## src/lse_pkg.sv

```systemverilog
// Shared types, constants and helpers for the LSB stego extractor.
package lse_pkg;

	localparam int unsigned ByteW   = 8;
	localparam int unsigned WidthW  = 4;   // holds 1..8
	localparam int unsigned PendW   = 3;   // holds 0..7
	localparam int unsigned AccW    = 7;   // carried bits after a group is emitted
	localparam int unsigned MergeW  = 15;  // carry bits plus a fresh chunk

	localparam logic [WidthW-1:0] WidthMin = 4'd1;
	localparam logic [WidthW-1:0] WidthMax = 4'd8;

	typedef logic [ByteW-1:0] byte_t;

	// Count the run of ones from bit 0 and add one, saturating at eight.
	function automatic logic [WidthW-1:0] header_width(input byte_t h);
		logic [WidthW-1:0] w;
		logic              run;
		w   = WidthMin;
		run = 1'b1;
		for (int i = 0; i < 7; i++) begin
			run = run & h[i];
			if (run) begin
				w = w + WidthMin;
			end
		end
		return w;
	endfunction

	// Mask of the low w bits of a byte, w in 1..8.
	function automatic byte_t low_mask(input logic [WidthW-1:0] w);
		byte_t m;
		for (int i = 0; i < ByteW; i++) begin
			m[i] = (WidthW'(i) < w);
		end
		return m;
	endfunction

endpackage

```

## src/lsb_stego_extract.sv

```systemverilog
// Top level of the LSB stego extractor: header decode, bit packing, output register.
//
// Usage:
//   Slave channel (s_*) takes one cover-image byte per word. The first word of
//   an image is a header: the run of ones from bit 0, plus one (at most 8),
//   sets how many low bits each later byte carries. s_tlast marks the final
//   image byte.
//   Master channel (m_*) gives recovered message bytes. m_tuser is byte_valid,
//   m_tlast is message_end. A word is produced whenever eight bits complete,
//   and always for the byte marked last (with m_tuser low if no byte finished).
//   Trailing partial bits are dropped at the end of an image and the block
//   waits for a new header.
// Latency and throughput:
//   Results pass the single output register and show on the master side in the next cycle.
//   One input word per cycle, unless a result waits while m_tready is low.
// Reset:
//   arst_n clears the output valid flag and returns to waiting for a header.
// Stall:
//   While m_tready is low and a result waits, s_tready drops; an input word is
//   still taken in the same cycle the waiting result is taken.
module lsb_stego_extract
	import lse_pkg::*;
(
	input  logic       clk,
	input  logic       arst_n,
	// slave side
	input  logic       s_tvalid,
	output logic       s_tready,
	input  logic [7:0] s_tdata,   // [7:0] stego_byte
	input  logic       s_tlast,   // last_byte
	// master side
	output logic       m_tvalid,
	input  logic       m_tready,
	output logic [7:0] m_tdata,   // [7:0] data_byte
	output logic       m_tuser,   // [0] byte_valid
	output logic       m_tlast    // message_end
);

	logic              awaiting_q;
	logic [WidthW-1:0] width_q;
	logic [AccW-1:0]   acc_q;
	logic [PendW-1:0]  pend_q;

	logic              out_valid_q;
	byte_t             out_data_q;
	logic              out_user_q;
	logic              out_last_q;

	logic              take;
	byte_t             chunk;
	logic [MergeW-1:0] merged;
	logic [WidthW:0]   pend_sum;
	logic              full;

	logic              nxt_awaiting;
	logic [WidthW-1:0] nxt_width;
	logic [AccW-1:0]   nxt_acc;
	logic [PendW-1:0]  nxt_pend;
	byte_t             res_data;
	logic              res_valid;

	assign s_tready = !out_valid_q || m_tready;
	assign take     = s_tvalid && s_tready;

	// Append the chunk above the carried bits.
	assign chunk    = s_tdata & low_mask(width_q);
	assign merged   = MergeW'(acc_q) | (MergeW'(chunk) << pend_q);
	assign pend_sum = (WidthW+1)'(pend_q) + (WidthW+1)'(width_q);
	assign full     = pend_sum >= (WidthW+1)'(ByteW);

	always_comb begin
		nxt_awaiting = awaiting_q;
		nxt_width    = width_q;
		nxt_acc      = acc_q;
		nxt_pend     = pend_q;
		res_data     = '0;
		res_valid    = 1'b0;
		if (awaiting_q) begin
			nxt_awaiting = 1'b0;
			nxt_width    = header_width(s_tdata);
			nxt_acc      = '0;
			nxt_pend     = '0;
		end else if (full) begin
			res_data  = merged[ByteW-1:0];
			res_valid = 1'b1;
			nxt_acc   = merged[ByteW +: AccW];
			nxt_pend  = PendW'(pend_sum - (WidthW+1)'(ByteW));
		end else begin
			nxt_acc  = merged[AccW-1:0];
			nxt_pend = PendW'(pend_sum);
		end
		// drop partial bits and re-arm at end of image
		if (s_tlast) begin
			nxt_awaiting = 1'b1;
			nxt_width    = WidthMin;
			nxt_acc      = '0;
			nxt_pend     = '0;
		end
	end

	always_ff @(posedge clk or negedge arst_n) begin
		if (!arst_n) begin
			awaiting_q <= 1'b1;
			width_q    <= WidthMin;
			acc_q      <= '0;
			pend_q     <= '0;
		end else if (take) begin
			awaiting_q <= nxt_awaiting;
			width_q    <= nxt_width;
			acc_q      <= nxt_acc;
			pend_q     <= nxt_pend;
		end
	end

	always_ff @(posedge clk or negedge arst_n) begin
		if (!arst_n) begin
			out_valid_q <= 1'b0;
		end else if (take) begin
			out_valid_q <= res_valid || s_tlast;
		end else if (m_tready) begin
			out_valid_q <= 1'b0;
		end
	end

	always_ff @(posedge clk) begin
		if (take) begin
			out_data_q <= res_data;
			out_user_q <= res_valid;
			out_last_q <= s_tlast;
		end
	end

	assign m_tvalid = out_valid_q;
	assign m_tdata  = out_data_q;
	assign m_tuser  = out_user_q;
	assign m_tlast  = out_last_q;

	a_width_range: assert property (@(posedge clk) disable iff (!arst_n)
		(width_q >= WidthMin) && (width_q <= WidthMax))
		else $error("embedded width out of range");

	a_empty_only_at_end: assert property (@(posedge clk) disable iff (!arst_n)
		(m_tvalid && !m_tuser) |-> (m_tlast && (m_tdata == '0)))
		else $error("result without a byte outside end of image");

	a_rearm_after_last: assert property (@(posedge clk) disable iff (!arst_n)
		(take && s_tlast) |=> (awaiting_q && (pend_q == '0) && (acc_q == '0)
			&& (width_q == WidthMin)))
		else $error("block not re-armed after last byte");

	a_header_gives_no_byte: assert property (@(posedge clk) disable iff (!arst_n)
		(take && awaiting_q) |=> (m_tvalid == $past(s_tlast)) && !m_tuser)
		else $error("header byte produced a data word");

endmodule
```

## config.mk

```make
export PLATFORM = sky130hd
export DESIGN_NAME = lsb_stego_extract
export DESIGN_NICKNAME = d
export VERILOG_FILES = /design/src/lse_pkg.sv /design/src/lsb_stego_extract.sv
export SDC_FILE = /design/constraint.sdc
export NUM_CORES = 1
export LEC_CHECK = 0
export BUFFER_PORTS_ARGS = -buffer_cell sky130_fd_sc_hd__buf_2
export CAP_MARGIN = 20
export CORE_AREA = 2 2 74 76
export DETAILED_ROUTE_END_ITERATION = 10
export DIE_AREA = 0 0 76 78
export MAX_ROUTING_LAYER = met4
export SLEW_MARGIN = 20
export SYNTH_ARGS = -nofsm -noshare
export SYNTH_HDL_FRONTEND = slang
export SYNTH_SLANG_ARGS = --single-unit
```

## constraint.sdc

```tcl
create_clock -name clk -period 6 [get_ports clk]
set_input_delay 1.2 -clock clk [delete_from_list [all_inputs] [get_ports clk]]
set_output_delay 1.2 -clock clk [all_outputs]
set_load 0.1 [all_outputs]
```

=== After elaboration in Yosys (flattened, before gate mapping) ===
Cells that the tools add are included.

* Register bits after elaboration: 26
* Logic and storage cells: 69
* Memory bits (writable): 0
* Latch bits: 0
* Memories kept: 0
* Memory bits (read-only): 0
* Output and inout port bits: 12

* $mul: 0
* Divide/modulo/power cells: 0
* Bitwise logic cells: 9
* Shift-type cells: 1
* Reduce and logical (&&, ||, !) cells: 8
* Add/subtract/negate cells: 8
* Magnitude comparators: 9
* Eq/ne operators: 0
* Mux-type cells: 26

{| class="wikitable"
|+ Operator list
! kind !! count
|-
| 4-bit 2-to-1 mux || 14
|-
| 4-bit by 1-bit adder with 4-bit output, second input constant || 6
|-
| 7-bit 2-to-1 mux || 3
|-
| 3-bit by 4-bit < comparator with 1-bit output, first input constant || 4
|-
| 7-bit by 15-bit OR with 15-bit output || 1
|-
| 8-bit by 3-bit << shifter with 15-bit output || 1
|-
| 3-bit 2-to-1 mux || 3
|-
| 8-bit AND || 1
|-
| 1-bit by 4-bit < comparator with 1-bit output, first input constant || 2
|-
| 2-bit by 4-bit < comparator with 1-bit output, first input constant || 2
|-
| 1-bit AND || 6
|-
| 3-bit by 4-bit adder with 5-bit output || 1
|-
| 5-bit by 4-bit greater-or-equal comparator with 1-bit output, second input constant || 1
|-
| 1-bit 2-to-1 mux || 5
|-
| 2-bit nonzero test || 2
|-
| 3-bit by 1-bit subtractor with 3-bit output, second input constant || 1
|-
| 1-bit logical OR || 2
|-
| 2-bit 2-to-1 mux || 1
|-
| 2-bit AND reduction || 1
|-
| 2-bit OR reduction || 1
|-
| 1-bit logical AND || 1
|-
| 1-bit logical NOT || 1
|-
| 1-bit inverter || 1
|}

=== Logic depth before layout (Yosys ltp) ===
* Word-level depth: 21
* Mapped depth: 17
* Mapped depth without buffers: 17

=== Least setup slack after synthesis ===
OpenSTA, ideal clock, no wires.

* Path type: in2reg
* Start point: in s_tdata[0]
* End point: reg width_q[1]
* Path buffers: 1
* Stages: 17
* Slack: 1.756 ns
* Arrival time: 4.123 ns
* Setup time: 0.121 ns
* Cells stage by stage: clkbuf_1 -> inv_1 -> nor2_1 -> ha_1 -> nand2_1 -> a21oi_1 -> ha_1 -> mux2_1 -> a21oi_1 -> nor2_1 -> ha_1 -> mux2_2 -> ha_1 -> nand2_1 -> o21ai_0 -> mux2_2 -> a22o_1

* Cells in the longest elaborated chain, start to end: 21
* Elaborated cells between the ends (all ways): 27
* Those cells by class: add/sub (6); mux (15); bitwise (6)

{| class="wikitable"
|+ Ends and longest elaborated chain
! item !! line !! RTL
|-
| from (decl) || lsb_stego_extract.sv:29 || <nowiki>input logic [7:0] s_tdata,</nowiki>
|-
| 2-bit 2-to-1 mux || lse_pkg.sv:23 || <nowiki>if (run) begin</nowiki>
|-
| 4-bit 2-to-1 mux || lsb_stego_extract.sv:78 || <nowiki>if (awaiting_q) begin</nowiki>
|-
| 4-bit by 1-bit adder with 4-bit output || lse_pkg.sv:24 || <nowiki>w = w + WidthMin;</nowiki>
|-
| 4-bit 2-to-1 mux || lse_pkg.sv:23 ||
|-
| 4-bit 2-to-1 mux || lsb_stego_extract.sv:78 ||
|-
| 4-bit by 1-bit adder with 4-bit output || lse_pkg.sv:24 ||
|-
| 4-bit 2-to-1 mux || lse_pkg.sv:23 ||
|-
| 4-bit 2-to-1 mux || lsb_stego_extract.sv:78 ||
|-
| [5 not listed] || - ||
|-
| 4-bit 2-to-1 mux || lsb_stego_extract.sv:78 ||
|-
| 4-bit by 1-bit adder with 4-bit output || lse_pkg.sv:24 ||
|-
| 4-bit 2-to-1 mux || lse_pkg.sv:23 ||
|-
| 4-bit 2-to-1 mux || lsb_stego_extract.sv:78 ||
|-
| 4-bit by 1-bit adder with 4-bit output || lse_pkg.sv:24 ||
|-
| 4-bit 2-to-1 mux (*) || lse_pkg.sv:23 ||
|-
| 4-bit 2-to-1 mux (*) || lsb_stego_extract.sv:78 ||
|-
| 4-bit 2-to-1 mux (*) || lsb_stego_extract.sv:93 || <nowiki>if (s_tlast) begin</nowiki>
|-
| to (signal assigned) || lsb_stego_extract.sv:104 || <nowiki>width_q <= WidthMin;</nowiki>
|-
| to (signal assigned) || lsb_stego_extract.sv:109 || <nowiki>width_q <= nxt_width;</nowiki>
|-
| to (decl) || lsb_stego_extract.sv:40 || <nowiki>logic [WidthW-1:0] width_q;</nowiki>
|}

Mark *: on every way between the ends. The rest lies on a longest branch, timed or not. The select of a mux whose other input is x is not followed.
A chain may end at the register's enable or synchronous reset.

=== Worst setup path in the final report ===
* Start point: in s_tdata[2]
* End point: reg width_q[1]

* Cells in the longest elaborated chain, start to end: 16
* Elaborated cells between the ends (all ways): 20
* Those cells by class: add/sub (4); mux (11); bitwise (5)

{| class="wikitable"
|+ Ends and longest elaborated chain
! item !! line !! RTL
|-
| 1-bit AND (*) || lse_pkg.sv:22 || <nowiki>run = run & h[i];</nowiki>
|-
| 4-bit 2-to-1 mux || lse_pkg.sv:23 ||
|-
| 4-bit 2-to-1 mux || lsb_stego_extract.sv:78 ||
|-
| 4-bit by 1-bit adder with 4-bit output || lse_pkg.sv:24 ||
|-
| 4-bit 2-to-1 mux || lse_pkg.sv:23 ||
|-
| 4-bit 2-to-1 mux || lsb_stego_extract.sv:78 ||
|-
| 4-bit by 1-bit adder with 4-bit output || lse_pkg.sv:24 ||
|-
| 4-bit 2-to-1 mux || lse_pkg.sv:23 ||
|-
| 4-bit 2-to-1 mux || lsb_stego_extract.sv:78 ||
|-
| 4-bit by 1-bit adder with 4-bit output || lse_pkg.sv:24 ||
|-
| 4-bit 2-to-1 mux || lse_pkg.sv:23 ||
|-
| 4-bit 2-to-1 mux || lsb_stego_extract.sv:78 ||
|-
| 4-bit by 1-bit adder with 4-bit output || lse_pkg.sv:24 ||
|-
| 4-bit 2-to-1 mux (*) || lse_pkg.sv:23 ||
|-
| 4-bit 2-to-1 mux (*) || lsb_stego_extract.sv:78 ||
|-
| 4-bit 2-to-1 mux (*) || lsb_stego_extract.sv:93 ||
|}

Marked as above.

==> results.json <==
{
  "synth_edf_count": 10,
  "grt_overflow": 0,
  "synth_area_per_cell_um2": 8.681,
  "max-slew-margin-rel_pct": 49.25,
  "place_area_um2": 2103,
  "most-common-layout-cells": "nand2_1 (26), buf_2 (24), nor2_1 (17)",
  "cts_hold_buf": 0,
  "drive_above_1_share_pct": 15.00,
  "start_kind": "primary input",
  "tightest_slew_ps": 755.4,
  "nFillCells": 509,
  "diodes": 0,
  "final_area_um2": 2170,
  "synth-async-reset-ratio_pct": 61.54,
  "crit_chain": "buf_2 > nand2_1 > inv_1 > nor2_1 > ha_1 > nand2_1 > a21oi_1 > ha_1 > mux2_1 > a21oi_1 > nor2_1 > ha_1 > mux2_2 > ha_1 > nand2_1 > o21ai_0 > mux2_2 > a22o_1",
  "period_share_pct": 70.02,
  "routed-wl-met3_um": 160,
  "cts_tree": "yes",
  "slew_viol_final": 0,
  "highest_layer": "met4",
  "synth_top_cell_by_area": "dfrtp_1",
  "dp_hpwl_um": 3498,
  "outcome": "complete, no violations",
  "grt_pass1_wl_um": 7928,
  "hold_ws_ps": 489.4,
  "die_h_um": 78,
  "hold_viol_final": 0,
  "num_vias": 1759,
  "hold_class": "flop to flop",
  "cts_max_level": 1,
  "rr_worst_depth": 8,
  "place.gp.congestion": 0.9042,
  "worstPathArrival_ps": 4370,
  "die_w_um": 76,
  "ys_warn_count": 0,
  "synth_nets": 247,
  "min_period_ps": 4201,
  "wirelength_um": 4743,
  "layout_setup_ws_ps": 1799,
  "synthFlopType": "dfrtp_1",
  "grt_max_degree": 22,
  "p_per_area_nw_per_um2": 228.2,
  "row_count": 26,
  "ant_nets": 0,
  "wire_per_inst_um": 15.30,
  "nNetsFinal": 262,
  "worstSkewPairLatency_ps": 270,
  "syn-cell-area_um2": 1962,
  "io_buffer_count": 24,
  "cpMostUsedCell": "ha_1",
  "end_kind": "flop",
  "synth.top_cells.by_area": "dfrtp_1 (18%), edfxtp_1 (15%), nand2_1 (5.0%)",
  "p_leak_nw": 0.9176,
  "synth_top_area_share_pct": 17.86,
  "cp.required_ps": 6170,
  "finalSetupViolations": 0,
  "clock_path_buffers": 2,
  "dr_wl_met2_um": 2248,
  "dp.cells": 306,
  "yosysUniqueCellTypes": 56,
  "rsz0062_at_grt": "no",
  "cts_setup_buffers": 0,
  "cts-root-buf": "clkbuf_8",
  "io_pins": 25,
  "min_path_cells": 2,
  "cap_violations": 0,
  "fmax_mhz": 238.0,
  "post-route-drc-count": 0,
  "cts.sinks": 26,
  "slowest_delay_ps": 300,
  "first_global_vias": 1609,
  "die_area_um2": 5928,
  "layout_commonest_cell": "nand2_1",
  "fin_cells": 310,
  "pre_cts_ws_ps": 1552,
  "grt_antenna_before_repair": 0,
  "cts_buffers": 3,
  "vias_per_cell": 5.674,
  "tns_ps": 0,
  "firstDrtPassIters": 4,
  "synthCells": 226,
  "wl_met1_um": 2288,
  "path_class": "primary input to flop",
  "ys_seq_area_share_pct": 35.84,
  "slowest_stage": "ha_1",
  "ctsResizeCount": 0,
  "cp_max_fo": 6,
  "grt_usage_pct": 16.88,
  "finalClockSkew_ps": 10.57,
  "clk_pin_slew_ps": 100,
  "peakVddDrop_mv": 0.1055,
  "coreArea_um2": 5042,
  "synth-seq-cells": 26,
  "syn_to_final_growth_pct": 10.59,
  "drtIter0Drc": 121,
  "start_util_pct": 38.91
}
==> worst paths after layout <==
check / start / endpoint / slack, ps
max: s_tdata[2] / width_q[1] / 1800
min: awaiting_q / awaiting_q / 490
max reg2reg: pend_q[0] / m_tdata[2] / 3400
min reg2reg: awaiting_q / awaiting_q / 490
max in group asynchronous: arst_n / width_q[0] / 4850
min in group asynchronous: arst_n / m_tvalid / 830
==> routing by layer <==
| layer | GRT usage [%] | vias to the layer above |
|---|---|---|
| met3 | 1.395 | 4 |
| met5 | - | - |
| met2 | 27.86 | 52 |
| li1 | - | 866 |
| met4 | 4.364 | 0 |
| met1 | 22.63 | 837 |
==> registers in the layout, summed over array words and instances (netlist names) <==
signal      cells
awaiting_q      1
m_tuser         1
m_tlast         1
m_tdata         8
m_tvalid        1
width_q         4
acc_q           7
pend_q          3
==> cells in the mapped netlist (3+ instances only) <==
master / number
nor4_1: 4
buf_2: 5
o22ai_1: 3
o21ai_0: 11
nand2_1: 26
nor3b_1: 3
inv_1: 13
a221o_1: 3
edfxtp_1: 10
ha_1: 7
a211oi_1: 6
mux2i_1: 8
nand2b_1: 3
a22o_1: 4
nand4_1: 4
nor2_1: 17
a21o_1: 4
a22oi_1: 3
nand3_1: 7
nor3_1: 8
dfrtp_1: 14
and2_1: 4
a21oi_1: 10
clkbuf_1: 7
==> through the flow <==
stage          total power, mW  utilization (%)
2_1_floorplan           0.3377                -
3_3_place_gp            0.3686            41.71
3_5_place_dp            0.3692            41.71
4_1_cts                 0.4957            43.03
5_1_grt                 0.5187            43.03
6_report                0.4950            43.03
==> cells by family (layout without fill, tap and decap cells) <==
kind of cell	Yosys count	count (layout)	share of synthesized area, %
AO/OA/AOI/OAI	66	66	24.43
buffers and inverters	29	43	6.250
adder cells (fa/ha/maj)	8	8	5.485
flip-flops	26	26	35.84
AND/OR/NAND/NOR	83	83	20.85
multiplexers	11	11	5.804
XOR/XNOR	3	3	1.340
==> area by class of cell <==
class	instances	area (µm²)	share of cell area, %
inverters	15	56.30	2.595
well taps	70	87.58	4.037
multi-input cells	171	1136	52.36
clock buffers	4	66.31	3.057
repair buffers	24	120.1	5.536
flip-flops and latches	26	703.2	32.41
==> where the power goes <==
part / total (mW) / switching (mW) / internal, mW
combinational: 0.143 / 0.0972 / 0.0454
sequential: 0.225 / 0.0267 / 0.198
clock: 0.128 / 0.0553 / 0.0724
==> worst max-delay path: cells and delay by family <==
| family | cells | cell delay, ps |
|---|---|---|
| AO/OA/AOI/OAI | 4 | 580 |
| adder cells (fa/ha/maj) | 4 | 1110 |
| buffers and inverters | 2 | 250 |
| multiplexers | 3 | 820 |
| AND/OR/NAND/NOR | 5 | 400 |
(Power assumes the default switching activity.)
